**src/design/lsmt_pkg.sv**
```systemverilog
`timescale 1ns / 1ps

package lsmt_pkg;

   localparam int CLK_W  = 13;
   localparam int THR_W  = 11;
   localparam int LINE_W = 8;
   localparam int CNT_W  = 7;

   localparam logic [THR_W-1:0] T_OAM       = 11'd82;
   localparam logic [THR_W-1:0] T_XFER      = 11'd252;
   localparam logic [THR_W-1:0] T_LINE      = 11'd456;
   localparam logic [THR_W-1:0] T_LINE_HEAD = 11'd448;
   localparam logic [THR_W-1:0] T_LINE_TAIL = 11'd8;
   localparam logic [THR_W-1:0] T_HBL_WAIT  = 11'd4;

   localparam logic [LINE_W-1:0] LINE_VBL   = 8'd144;
   localparam logic [LINE_W-1:0] LINE_SHORT = 8'd153;
   localparam logic [LINE_W-1:0] LINE_WRAP  = 8'd154;

   localparam logic [9:0]       NO_EVENT  = 10'd1023;
   localparam logic [9:0]       HBL_EVENT = 10'd4;
   localparam logic [CNT_W-1:0] MAX_TRANS = 7'd64;

   localparam logic [1:0] MODE_HBLANK = 2'd0;
   localparam logic [1:0] MODE_VBLANK = 2'd1;
   localparam logic [1:0] MODE_OAM    = 2'd2;
   localparam logic [1:0] MODE_XFER   = 2'd3;

   localparam logic REQ_ADVANCE = 1'b0;
   localparam logic REQ_ENABLE  = 1'b1;

   localparam logic REG_DOUBLE_SPEED = 1'b0;

   typedef struct packed {
      logic       req_type;
      logic [7:0] clock_increment;
      logic       lcd_enable;
   } req_word_type;

   typedef struct packed {
      logic [1:0] screen_mode;
      logic [7:0] current_line;
      logic       draw_valid;
      logic [7:0] draw_line;
      logic       vblank_request;
      logic       frame_done;
      logic       stat_flag_clear;
      logic       line_changed;
      logic [9:0] clocks_to_next;
   } rsp_word_type;

   function automatic logic [THR_W-1:0] thr(input logic [THR_W-1:0] base, input logic ds);
      return base << ds;
   endfunction

endpackage

```
**src/design/lsmt_req_if.sv**
```systemverilog
`timescale 1ns / 1ps

interface lsmt_req_if;
   logic       valid;
   logic       ready;
   logic       req_type;
   logic [7:0] clock_increment;
   logic       lcd_enable;

   modport source (output valid, output req_type, output clock_increment,
                   output lcd_enable, input ready);
   modport sink (input valid, input req_type, input clock_increment,
                 input lcd_enable, output ready);
endinterface

```
**src/design/lsmt_rsp_if.sv**
```systemverilog
`timescale 1ns / 1ps

interface lsmt_rsp_if;
   logic       valid;
   logic       ready;
   logic [1:0] screen_mode;
   logic [7:0] current_line;
   logic       draw_valid;
   logic [7:0] draw_line;
   logic       vblank_request;
   logic       frame_done;
   logic       stat_flag_clear;
   logic       line_changed;
   logic [9:0] clocks_to_next;

   modport source (output valid, output screen_mode, output current_line,
                   output draw_valid, output draw_line, output vblank_request,
                   output frame_done, output stat_flag_clear, output line_changed,
                   output clocks_to_next, input ready);
   modport sink (input valid, input screen_mode, input current_line,
                 input draw_valid, input draw_line, input vblank_request,
                 input frame_done, input stat_flag_clear, input line_changed,
                 input clocks_to_next, output ready);
endinterface

```
**src/design/lsmt_seq.sv**
```systemverilog
`timescale 1ns / 1ps

module lsmt_seq
   import lsmt_pkg::*;
(
   input  logic         clock,
   input  logic         reset,
   input  logic         double_speed,
   input  logic         req_valid,
   output logic         req_ready,
   input  req_word_type req_word,
   output logic         rsp_valid,
   input  logic         rsp_ready,
   output rsp_word_type rsp_word
);

   localparam logic [1:0] ST_IDLE = 2'd0;
   localparam logic [1:0] ST_STEP = 2'd1;
   localparam logic [1:0] ST_OUT  = 2'd2;

   logic [1:0]        state_ff, state_in;
   logic [1:0]        mode_ff, mode_in;
   logic [7:0]        line_ff, line_in;
   logic [CLK_W-1:0]  clocks_ff, clocks_in;
   logic              drawn_ff, drawn_in;
   logic              lcd_on_ff, lcd_on_in;
   logic [CNT_W-1:0]  cnt_ff, cnt_in;
   logic              dv_ff, dv_in;
   logic [7:0]        dl_ff, dl_in;
   logic              vbl_ff, vbl_in;
   logic              frame_ff, frame_in;
   logic              sclr_ff, sclr_in;
   logic              lchg_ff, lchg_in;
   rsp_word_type      out_ff, out_in;
   logic              out_valid_ff, out_valid_in;

   logic [THR_W-1:0]  thr_sel;
   logic [THR_W-1:0]  delta_thr;
   logic [CLK_W-1:0]  operand;
   logic [CLK_W-1:0]  sum;
   logic              ge;
   logic              go;
   logic              start;
   logic              out_free;
   logic [7:0]        line_nxt;
   logic [9:0]        diff;
   logic [9:0]        to_next;

   assign req_ready = (state_ff == ST_IDLE);
   assign start     = req_valid && req_ready;
   assign out_free  = !out_valid_ff || rsp_ready;
   assign line_nxt  = line_ff + 8'd1;

   // Shared compare and add unit: one threshold and one addend per cycle.
   always_comb begin
      thr_sel   = '0;
      delta_thr = thr(T_LINE, double_speed);
      unique case (mode_ff)
         MODE_OAM:    thr_sel = thr(T_OAM, double_speed);
         MODE_XFER:   thr_sel = thr(T_XFER, double_speed);
         MODE_VBLANK: begin
            thr_sel = thr(T_LINE, double_speed);
            if (line_ff != '0) begin
               if (line_nxt == LINE_SHORT) begin
                  delta_thr = thr(T_LINE_TAIL, double_speed);
               end else if (line_nxt == LINE_WRAP) begin
                  delta_thr = thr(T_LINE_HEAD, double_speed);
               end
            end
         end
         default:     thr_sel = drawn_ff ? thr(T_LINE, double_speed) : T_HBL_WAIT;
      endcase
      unique case (state_ff)
         ST_IDLE: operand = {{(CLK_W-8){1'b0}}, req_word.clock_increment};
         ST_STEP: operand = CLK_W'(0) - {{(CLK_W-THR_W){1'b0}}, delta_thr};
         default: operand = '0;
      endcase
   end

   assign ge   = clocks_ff >= {{(CLK_W-THR_W){1'b0}}, thr_sel};
   assign sum  = clocks_ff + operand;
   assign go   = ge && (cnt_ff != MAX_TRANS);
   assign diff = 10'(thr_sel - clocks_ff[THR_W-1:0]);

   always_comb begin
      if (!lcd_on_ff) begin
         to_next = NO_EVENT;
      end else if (mode_ff == MODE_OAM || mode_ff == MODE_VBLANK) begin
         to_next = ge ? 10'd0 : diff;
      end else begin
         to_next = HBL_EVENT;
      end
   end

   always_comb begin
      state_in     = state_ff;
      mode_in      = mode_ff;
      line_in      = line_ff;
      clocks_in    = clocks_ff;
      drawn_in     = drawn_ff;
      lcd_on_in    = lcd_on_ff;
      cnt_in       = cnt_ff;
      dv_in        = dv_ff;
      dl_in        = dl_ff;
      vbl_in       = vbl_ff;
      frame_in     = frame_ff;
      sclr_in      = sclr_ff;
      lchg_in      = lchg_ff;
      out_in       = out_ff;
      out_valid_in = out_valid_ff && !rsp_ready;

      unique case (state_ff)
         ST_IDLE: begin
            if (start) begin
               dv_in    = 1'b0;
               dl_in    = '0;
               vbl_in   = 1'b0;
               frame_in = 1'b0;
               sclr_in  = 1'b0;
               lchg_in  = 1'b0;
               cnt_in   = '0;
               state_in = ST_OUT;
               if (req_word.req_type == REQ_ENABLE) begin
                  if (req_word.lcd_enable != lcd_on_ff) begin
                     lchg_in   = (line_ff != '0);
                     line_in   = '0;
                     clocks_in = req_word.lcd_enable ? {{(CLK_W-THR_W){1'b0}}, T_LINE} : '0;
                     mode_in   = req_word.lcd_enable ? MODE_VBLANK : MODE_HBLANK;
                     sclr_in   = 1'b1;
                  end
                  lcd_on_in = req_word.lcd_enable;
               end else if (lcd_on_ff) begin
                  clocks_in = sum;
                  state_in  = ST_STEP;
               end
            end
         end
         ST_STEP: begin
            if (go) begin
               cnt_in = cnt_ff + 7'd1;
               unique case (mode_ff)
                  MODE_OAM: mode_in = MODE_XFER;
                  MODE_XFER: begin
                     dv_in    = 1'b1;
                     dl_in    = line_ff;
                     mode_in  = MODE_HBLANK;
                     drawn_in = 1'b1;
                  end
                  MODE_HBLANK: begin
                     if (!drawn_ff) begin
                        if (line_ff == LINE_VBL) begin
                           mode_in = MODE_VBLANK;
                           vbl_in  = 1'b1;
                        end else begin
                           mode_in = MODE_OAM;
                        end
                     end else begin
                        clocks_in = sum;
                        line_in   = line_nxt;
                        drawn_in  = 1'b0;
                        lchg_in   = 1'b1;
                     end
                  end
                  default: begin
                     clocks_in = sum;
                     if (line_ff == '0) begin
                        mode_in = MODE_OAM;
                     end else begin
                        lchg_in = 1'b1;
                        if (line_nxt == LINE_WRAP) begin
                           line_in  = '0;
                           frame_in = 1'b1;
                        end else begin
                           line_in = line_nxt;
                        end
                     end
                  end
               endcase
            end else begin
               clocks_in = {{(CLK_W-THR_W){1'b0}}, clocks_ff[THR_W-1:0]};
               state_in  = ST_OUT;
            end
         end
         default: begin
            if (out_free) begin
               out_in.screen_mode     = mode_ff;
               out_in.current_line    = line_ff;
               out_in.draw_valid      = dv_ff;
               out_in.draw_line       = dl_ff;
               out_in.vblank_request  = vbl_ff;
               out_in.frame_done      = frame_ff;
               out_in.stat_flag_clear = sclr_ff;
               out_in.line_changed    = lchg_ff;
               out_in.clocks_to_next  = to_next;
               out_valid_in           = 1'b1;
               state_in               = ST_IDLE;
            end
         end
      endcase
   end

   always_ff @(posedge clock) begin
      if (reset) begin
         state_ff     <= ST_IDLE;
         mode_ff      <= MODE_HBLANK;
         line_ff      <= '0;
         clocks_ff    <= '0;
         drawn_ff     <= 1'b0;
         lcd_on_ff    <= 1'b0;
         out_valid_ff <= 1'b0;
      end else begin
         state_ff     <= state_in;
         mode_ff      <= mode_in;
         line_ff      <= line_in;
         clocks_ff    <= clocks_in;
         drawn_ff     <= drawn_in;
         lcd_on_ff    <= lcd_on_in;
         out_valid_ff <= out_valid_in;
      end
   end

   always_ff @(posedge clock) begin
      cnt_ff   <= cnt_in;
      dv_ff    <= dv_in;
      dl_ff    <= dl_in;
      vbl_ff   <= vbl_in;
      frame_ff <= frame_in;
      sclr_ff  <= sclr_in;
      lchg_ff  <= lchg_in;
      out_ff   <= out_in;
   end

   assign rsp_valid = out_valid_ff;
   assign rsp_word  = out_ff;

endmodule

```
**src/design/lcd_scanline_mode_timer_unit.sv**
```systemverilog
`timescale 1ns / 1ps

// Scanline and mode timer of a handheld color LCD controller.
// The req channel takes one word per item: either an advance by an increment
// of 0 to 255 or a write of the LCD enable bit. The rsp channel returns exactly
// one word per item with the mode, the line, the events of the item and the
// clocks to the next mode event. The double_speed register sits at byte
// address 0 of the APB port and may only be written while the block is idle.
// An advance is added to the line clock at the accepting edge; then the shared
// compare and add unit takes its mode transitions one at a time in the STEP
// state, a closing step follows, and the OUT state loads the output register.
// An enable write, or an advance while the LCD is off, goes straight from
// acceptance to the OUT state. req is ready again as soon as the word is
// loaded, so a new item is not taken before the last one is loaded.
// The output register holds the word while rsp is stalled; a following item
// is accepted and worked on meanwhile and waits in the OUT state until the
// register is free. Synchronous reset turns the LCD off, clears the line,
// mode and line clock state, empties the output register and sets
// double_speed to 0.

module lcd_scanline_mode_timer_unit
   import lsmt_pkg::*;
(
   input  logic        clock,
   input  logic        reset,
   lsmt_req_if.sink    req,
   lsmt_rsp_if.source  rsp,
   input  logic        psel,
   input  logic        penable,
   input  logic        pwrite,
   input  logic [2:0]  paddr,
   input  logic [31:0] pwdata,
   output logic [31:0] prdata,
   output logic        pready
);

   logic         double_speed_ff, double_speed_in;
   logic         csr_write;
   logic         csr_hit;
   req_word_type req_word;
   rsp_word_type rsp_word;

   assign pready    = 1'b1;
   assign csr_hit   = (paddr[2] == REG_DOUBLE_SPEED);
   assign csr_write = psel && penable && pwrite && pready;
   assign prdata    = csr_hit ? {31'b0, double_speed_ff} : 32'b0;

   always_comb begin
      double_speed_in = double_speed_ff;
      if (csr_write && csr_hit) begin
         double_speed_in = pwdata[0];
      end
   end

   always_ff @(posedge clock) begin
      if (reset) begin
         double_speed_ff <= 1'b0;
      end else begin
         double_speed_ff <= double_speed_in;
      end
   end

   assign req_word.req_type        = req.req_type;
   assign req_word.clock_increment = req.clock_increment;
   assign req_word.lcd_enable      = req.lcd_enable;

   lsmt_seq u_seq (
      .clock        (clock),
      .reset        (reset),
      .double_speed (double_speed_ff),
      .req_valid    (req.valid),
      .req_ready    (req.ready),
      .req_word     (req_word),
      .rsp_valid    (rsp.valid),
      .rsp_ready    (rsp.ready),
      .rsp_word     (rsp_word)
   );

   assign rsp.screen_mode     = rsp_word.screen_mode;
   assign rsp.current_line    = rsp_word.current_line;
   assign rsp.draw_valid      = rsp_word.draw_valid;
   assign rsp.draw_line       = rsp_word.draw_line;
   assign rsp.vblank_request  = rsp_word.vblank_request;
   assign rsp.frame_done      = rsp_word.frame_done;
   assign rsp.stat_flag_clear = rsp_word.stat_flag_clear;
   assign rsp.line_changed    = rsp_word.line_changed;
   assign rsp.clocks_to_next  = rsp_word.clocks_to_next;

endmodule

```
**src/flat_wrapper.sv**
```systemverilog
// flat-port wrapper written by rule: the top's interface ports become plain ports
module lcd_scanline_mode_timer_unit_flat import lsmt_pkg::*;
  (clock, reset, psel, penable, pwrite, paddr, pwdata, prdata, pready, req_valid, req_req_type, req_clock_increment, req_lcd_enable, req_ready, rsp_valid, rsp_screen_mode, rsp_current_line, rsp_draw_valid, rsp_draw_line, rsp_vblank_request, rsp_frame_done, rsp_stat_flag_clear, rsp_line_changed, rsp_clocks_to_next, rsp_ready);
  lsmt_req_if req_i ();
  lsmt_rsp_if rsp_i ();
  input  logic clock;
  input  logic reset;
  input  logic psel;
  input  logic penable;
  input  logic pwrite;
  input  logic [2:0] paddr;
  input  logic [31:0] pwdata;
  output logic [31:0] prdata;
  output logic pready;
  input wire logic [$bits(req_i.valid)-1:0] req_valid;
  input wire logic [$bits(req_i.req_type)-1:0] req_req_type;
  input wire logic [$bits(req_i.clock_increment)-1:0] req_clock_increment;
  input wire logic [$bits(req_i.lcd_enable)-1:0] req_lcd_enable;
  output wire logic [$bits(req_i.ready)-1:0] req_ready;
  output wire logic [$bits(rsp_i.valid)-1:0] rsp_valid;
  output wire logic [$bits(rsp_i.screen_mode)-1:0] rsp_screen_mode;
  output wire logic [$bits(rsp_i.current_line)-1:0] rsp_current_line;
  output wire logic [$bits(rsp_i.draw_valid)-1:0] rsp_draw_valid;
  output wire logic [$bits(rsp_i.draw_line)-1:0] rsp_draw_line;
  output wire logic [$bits(rsp_i.vblank_request)-1:0] rsp_vblank_request;
  output wire logic [$bits(rsp_i.frame_done)-1:0] rsp_frame_done;
  output wire logic [$bits(rsp_i.stat_flag_clear)-1:0] rsp_stat_flag_clear;
  output wire logic [$bits(rsp_i.line_changed)-1:0] rsp_line_changed;
  output wire logic [$bits(rsp_i.clocks_to_next)-1:0] rsp_clocks_to_next;
  input wire logic [$bits(rsp_i.ready)-1:0] rsp_ready;
  assign req_i.valid = req_valid;
  assign req_i.req_type = req_req_type;
  assign req_i.clock_increment = req_clock_increment;
  assign req_i.lcd_enable = req_lcd_enable;
  assign req_ready = req_i.ready;
  assign rsp_valid = rsp_i.valid;
  assign rsp_screen_mode = rsp_i.screen_mode;
  assign rsp_current_line = rsp_i.current_line;
  assign rsp_draw_valid = rsp_i.draw_valid;
  assign rsp_draw_line = rsp_i.draw_line;
  assign rsp_vblank_request = rsp_i.vblank_request;
  assign rsp_frame_done = rsp_i.frame_done;
  assign rsp_stat_flag_clear = rsp_i.stat_flag_clear;
  assign rsp_line_changed = rsp_i.line_changed;
  assign rsp_clocks_to_next = rsp_i.clocks_to_next;
  assign rsp_i.ready = rsp_ready;
  lcd_scanline_mode_timer_unit u_core (.clock(clock), .reset(reset), .req(req_i), .rsp(rsp_i), .psel(psel), .penable(penable), .pwrite(pwrite), .paddr(paddr), .pwdata(pwdata), .prdata(prdata), .pready(pready));
endmodule
```
**config.mk**
```make
export PLATFORM = sky130hd
export DESIGN_NAME = lcd_scanline_mode_timer_unit_flat
export DESIGN_NICKNAME = d
export VERILOG_FILES = /design/src/design/lsmt_pkg.sv /design/src/design/lsmt_req_if.sv /design/src/design/lsmt_rsp_if.sv /design/src/design/lsmt_seq.sv /design/src/design/lcd_scanline_mode_timer_unit.sv /design/src/flat_wrapper.sv
export SDC_FILE = /design/constraint.sdc
export NUM_CORES = 1
export LEC_CHECK = 0
export BUFFER_PORTS_ARGS = -buffer_cell sky130_fd_sc_hd__buf_2
export CORE_MARGIN = 2
export CORE_UTILIZATION = 51
export CTS_BUF_LIST = sky130_fd_sc_hd__clkbuf_16
export DETAILED_ROUTE_END_ITERATION = 16
export PLACE_DENSITY = 0.76
export SLEW_MARGIN = 20
export SYNTH_ARGS = -nofsm -noshare
export SYNTH_HDL_FRONTEND = slang
export SYNTH_SLANG_ARGS = --single-unit
```
**constraint.sdc**
```tcl
create_clock -name clock -period 4.45 [get_ports clock]
set_input_delay 0.89 -clock clock [delete_from_list [all_inputs] [get_ports clock]]
set_output_delay 0.89 -clock clock [all_outputs]
set_load 0.02 [all_outputs]
```
== After elaboration in Yosys (flattened, before gate mapping) ==
Cells that the tools add are included.
Word-level totals
  word-level logic and storage cells: 181
  output and inout bits: 68
  register bits after elaboration: 82
  input bits: 52
Operators by class
  multiplexer cells: 77
  $add $sub $neg: 5
  magnitude comparators: 1
  eq/ne operators: 30
  reduce and logical (&&, ||, !) cells: 35
  bitwise logic cells: 2
  shift-type cells: 5
Operators by type and width (count)
  $mux W8: 10
  $mux W13: 6
  $pmux W13 S2: 3
  $mux W11: 5
  $pmux W8 S2: 3
  $pmux W11 S3: 1
  $eq A8 B8 Y1 const B: 3
  $mux W2: 12
  $reduce_and A6 Y1: 4
  $mux W1: 22
  $shl A9 B1 Y11 const A: 2
  $mux W10: 2
  $ne A2 B2 Y1 const B: 9
  $mux W7: 2
  $pmux W7 S2: 1
  $reduce_and A7 Y1: 2
  $add A13 B13 Y13: 1
  $ge A13 B11 Y1: 1
  $pmux W1 S2: 6
  $reduce_and A3 Y1: 4
  $sub A1 B11 Y12 const A: 1
  $shl A4 B1 Y11 const A: 1
  $shl A7 B1 Y11 const A: 1
  $shl A8 B1 Y11 const A: 1
  29 further kinds: 52

== Longest topological paths before layout ==
  word-level depth: 13
  mapped depth: 20
  gate-level depth less buffers: 20

== By module ==
From an unflattened synthesis, not the netlist that was laid out.
Second synthesis, totals
  cell total of the unflattened synthesis: 576
  area, all modules: 5382.7 um^2
By module, submodules not included
  lsmt_seq: area an instance 5073.6 um^2, times used 1, sequential area each 2152.1 um^2, cells each 536
  lcd_scanline_mode_timer_unit: area an instance 309.0 um^2, times used 1, sequential area each 20.0 um^2, cells each 40

== Worst setup path before layout ==
No wires, ideal clock.
  kind: register to register
  start point: register u_core.u_seq.line_ff[0]
  end point: register u_core.u_seq.clocks_ff[12]
  arrival: 3.963 ns
  data required time: 4.322 ns
  path buffers: 0
  path slack: 0.359 ns
  clock period less this slack: 4.091 ns
  cell stages (with the launch flop): 20
  setup time: 0.128 ns
  path through: dfxtp_1 > ha_1 > or3_4 > a2111oi_4 > and2_2 > nand2_1 > nor3_1 > nand2b_1 > ha_1 > ha_1 > xor2_1 > o21ai_1 > ha_1 > or4_1 > o21a_1 > a41oi_1 > o21ai_0 > xor2_1 > nand4_1 > o211ai_1
On the way
  word-level cells in the longest chain between the ends: 13
  elaborated cells between the ends (all ways): 18
  classes of those cells: 3 x add/sub; 2 x eq/ne; 12 x mux; 1 x reduce/logical
Ends and longest elaborated chain
  from (decl): RTL line lsmt_seq.sv:23  | logic [7:0] line_ff, line_in;
  from (signal assigned): RTL line lsmt_seq.sv:214  | line_ff <= line_in;
  $add A8 B1 Y8: RTL line lsmt_seq.sv:52  | assign line_nxt = line_ff + 8'd1;
  $eq A8 B8 Y1: RTL line lsmt_seq.sv:66  | end else if (line_nxt == LINE_WRAP) begin
  $mux W11: RTL line lsmt_seq.sv:66
  $mux W11: RTL line lsmt_seq.sv:64  | if (line_nxt == LINE_SHORT) begin
  $mux W11 *: RTL line lsmt_seq.sv:63  | if (line_ff != '0) begin
  $mux W11 *: RTL line lsmt_seq.sv:58  | unique case (mode_ff)
  $sub A1 B11 Y12 *: RTL line lsmt_seq.sv:75  | ST_STEP: operand = CLK_W'(0) - {{(CLK_W-THR_W){1'b0}}, delta_thr};
  $pmux W13 S2 *: RTL line lsmt_seq.sv:73  | unique case (state_ff)
  $add A13 B13 Y13 *: RTL line lsmt_seq.sv:81  | assign sum = clocks_ff + operand;
  $mux W13, on equally long branches: RTL line lsmt_seq.sv:150, lsmt_seq.sv:132
  $pmux W13 S2 / $mux W13 (equally long branches): RTL line lsmt_seq.sv:141, lsmt_seq.sv:123
  $mux W13, on equally long branches: RTL line lsmt_seq.sv:139, lsmt_seq.sv:114
  $pmux W13 S2 *: RTL line lsmt_seq.sv:112  | unique case (state_ff)
  to (signal assigned): RTL line lsmt_seq.sv:215  | clocks_ff <= clocks_in;
  to (decl): RTL line lsmt_seq.sv:24  | logic [CLK_W-1:0] clocks_ff, clocks_in;
Every way passes the cells marked *; elsewhere a longest branch is shown, timed or not. The select of a mux whose other input is x is not followed.
A chain may end at the register's enable or synchronous reset.

== Worst setup path after layout ==
  start point: register u_core.u_seq.mode_ff[1]
  end point: register u_core.u_seq.dl_ff[2], enable pin
On the way
  word-level cells in the longest chain between the ends: 6
  elaborated cells between the ends (all ways): 9
  classes of those cells: 1 x order compare; 5 x eq/ne; 1 x mux; 2 x reduce/logical
Ends and longest elaborated chain
  from (decl): RTL line lsmt_seq.sv:22  | logic [1:0] mode_ff, mode_in;
  from (signal assigned): RTL line lsmt_seq.sv:213  | mode_ff <= mode_in;
  $eq A2 B1 Y1, or another cell as far along: RTL line lsmt_seq.sv:58
  $pmux W11 S3: RTL line lsmt_seq.sv:58
  $ge A13 B11 Y1: RTL line lsmt_seq.sv:80  | assign ge = clocks_ff >= {{(CLK_W-THR_W){1'b0}}, thr_sel};
  $logic_and A1 B1 Y1: RTL line lsmt_seq.sv:82  | assign go = ge && (cnt_ff != MAX_TRANS);
  $ne A2 B2 Y1 (no line)
  $reduce_and A4 Y1 (no line) *
  to (signal assigned): RTL line lsmt_seq.sv:225  | dl_ff <= dl_in;
  to (decl): RTL line lsmt_seq.sv:29  | logic [7:0] dl_ff, dl_in;
Every way passes the cells marked *; elsewhere a longest branch is shown, timed or not.

==> results.yml <==
layout:
  n_antenna_cell: 0
  num-fill-cells: 914
  area_growth_pct: 12.25
  nets: 718
  fin_util_pct: 58.79
  drive_gt1_share_pct: 18.36
yosys:
  ys_warn_count: 0
  synth.avg_cell_area_um2: 9.681
  synthCells: 556
  ys.flop_type: "edfxtp_1"
  ys_top_cells_by_area: "edfxtp_1 (30%), ha_1 (11%), dfxtp_1 (11%), buf_4 (4.7%), a21oi_1 (2.9%)"
  synth_top_area_share_pct: 29.57
  netlist_top_cells_count: "edfxtp_1 (53), ha_1 (48), inv_1 (40), nand2_1 (40), nor2_1 (39)"
  ys_types: 76
  yosysSeqAreaShare_pct: 40.35
  yosys.cell_count.top_type: "edfxtp_1"
  synth-edff-count: 53
  async_flop_share_pct: 0
  yosysTopAreaCell: "edfxtp_1"
  synth_area_mm2: 0.005383
  ys_ff_latch: 82
global_route:
  grt_pass1_wl_um: 18750
  grt_max_degree: 36
  track_usage_pct: 20.66
  grt-ovfl-total: 0
  grt_pass1_vias: 3914
  grt_antenna_before_repair: 0
sta:
  fin_crit_ns: 4.187
  setup-violations-final: 0
  worstMarginPinSlew_ns: 0.8263
  maxSlewViolCount: 0
  timing.fmax_ghz: 0.2389
  finalHoldViolCount: 0
  rsz0062_at_grt: "false"
  maxSlewHeadroom_pct: 44.91
  finalClockSkew_ns: 0.007566
  tns_ns: 0
  period_share_pct: 94.08
worst_hold_path:
  hold_path_class: "reg -> reg"
die:
  die-area_mm2: 0.01139
  io_pins: 120
  core-area_mm2: 0.01028
  row_count: 37
  start_util_pct: 52.37
  die_w_um: 106.7
  die_height_um: 106.7
cts:
  cts_num_sinks: 82
  htree_levels: 3
  clockBufferDepth: 2
  cts_tree: "yes"
  cts-root-buf: "clkbuf_16"
  path_clk_slew_ns: 0.06
  clkLatencyLatePin_ns: 0.34
  post_cts_buffers: 0
  cts_buffers: 9
power:
  total_power_mw: 1.942
  p_per_area_mw_per_mm2: 321.4
  peakVddDrop_mv: 0.1608
  power.leakage_nw: 2.448
worst_setup_path:
  cp_data_arrival_time_ns: 4.15
  cp.required_ns: 4.42
  cp_max_fo: 12
  path_class: "reg -> reg"
  startpoint_type: "flip-flop"
  end_kind: "flip-flop"
detailed_routing:
  first_pass_iters: 5
  drt_wl_total_um: 11710
  drtAntennaViolNets: 0
  via_per_inst: 5.580
  route.detailed.wl_per_inst_um: 15.46
  via_count: 4224
  drtIter0Drc: 349
  drc: 0
outcome:
  status: "finished clean"
placement:
  routabilityCongestion: 0.9015
  numPortBuffers: 54
  dp_hpwl_um: 8635
flow_run:
  maxCapViolCount: 0
## per-layer routing
layer	up-vias	GRT usage (%)	part of all wire, %
met4	0	9.833	2.2
met3	19	3.161	6.2
li1	2064	-	-
met2	153	32.44	47
met5	-	0	0
met1	1988	28.02	45
## worst paths after layout
| path | from | to | slack (ns) | depth (start not counted) |
|---|---|---|---|---|
| setup / recovery | u_core.u_seq.mode_ff[1]$_SDFFE_PP0P_ | u_core.u_seq.dl_ff[2]$_SDFFCE_PN0P_ | 0.26 | 14 |
| hold reg to reg | u_core.u_seq.dl_ff[2]$_SDFFCE_PN0P_ | u_core.u_seq.rsp_word[16]$_DFFE_PP_ | 0.42 | 0 |
| hold / removal | u_core.u_seq.dl_ff[2]$_SDFFCE_PN0P_ | u_core.u_seq.rsp_word[16]$_DFFE_PP_ | 0.42 | 0 |
| setup reg to reg | u_core.u_seq.mode_ff[1]$_SDFFE_PP0P_ | u_core.u_seq.dl_ff[2]$_SDFFCE_PN0P_ | 0.26 | 14 |
## layout by cell type (no fill, tap or decap), drive strengths merged, types with 5 or more instances in the layout
cell	instances
buf	66
edfxtp	53
ha	48
inv	46
nand2	41
nor2	39
o21ai	35
conb	32
a21oi	32
dfxtp	29
nand3	22
a21o	12
nor3	12
xnor2	11
xor2	11
clkbuf	9
and2	9
nand2b	7
nor4	7
o21a	6
nor2b	6
a211o	6
a221oi	5
a211oi	5
and3	5
## layout make-up
type | instances | area [um2] | area share, %
Clock inverter | 7 | 66.31 | 1.098
Clock buffer | 9 | 225.2 | 3.727
Multi-Input combinational cell | 415 | 2875 | 47.59
Timing Repair Buffer | 66 | 360.3 | 5.964
Tap cell | 136 | 170.2 | 2.816
Inverter | 42 | 171.4 | 2.837
Sequential cell | 82 | 2173 | 35.97
## timing repair
action,in CTS,in global routing
endpoints found under the setup margin,0,3
hold buffers,0,0
gates resized for setup,0,11
endpoints found under the hold margin,0,0
## sequential cells by signal, indices dropped and copies added (netlist names)
register / cells
u_core.u_seq.rsp_word: 33
u_core.u_seq.dl_ff: 8
u_core.u_seq.rsp_valid: 1
u_core.u_seq.clocks_ff: 13
u_core.u_seq.lchg_ff: 1
u_core.u_seq.drawn_ff: 1
u_core.u_seq.cnt_ff: 7
u_core.double_speed_ff: 1
u_core.u_seq.sclr_ff: 1
u_core.u_seq.state_ff: 2
u_core.u_seq.vbl_ff: 1
u_core.u_seq.line_ff: 8
u_core.u_seq.mode_ff: 2
u_core.u_seq.frame_ff: 1
u_core.u_seq.dv_ff: 1
u_core.u_seq.lcd_on_ff: 1
## kinds of logic after synthesis
family | synth area share [%]
AND/OR/NAND/NOR | 15.95
AO/OA/AOI/OAI | 18.46
buffers and inverters | 9.065
flip-flops | 40.35
adder cells (fa/ha/maj) | 11.90
XOR/XNOR | 3.580
multiplexers | 0.5579
other | 0.1395
## report_power, final
group | switching [mW] | internal, mW
registers | 0.0214 | 0.843
clock network | 0.331 | 0.393
logic | 0.225 | 0.128
total | 0.578 | 1.36
## per-stage QoR
step	hold slack, ns	std cells	worst slack (ns)	instance area (um2)
finish	0.4184	757	0.2634	6042
global route	0.4344	757	0.01595	6042
CTS	0.4200	757	0.06715	6003
detailed placement	0.4045	741	0.1217	5712
global placement	0.4034	741	0.2430	5712
floorplan	0.4003	586	0.3590	5495
## worst max-delay path: stages (launching register included)
cell and delay [ns]:
dfxtp_1 0.37, inv_1 0.16, ha_1 0.43, inv_1 0.22, a21boi_0 0.36, nor2_1 0.10, a21o_1 0.20, ha_1 0.36
o21ai_1 0.08, a21o_1 0.18, a21oi_2 0.20, o31ai_4 0.10, nor2_1 0.26, nor2_1 0.14, a21oi_1 0.66
(Power assumes the default switching activity.)
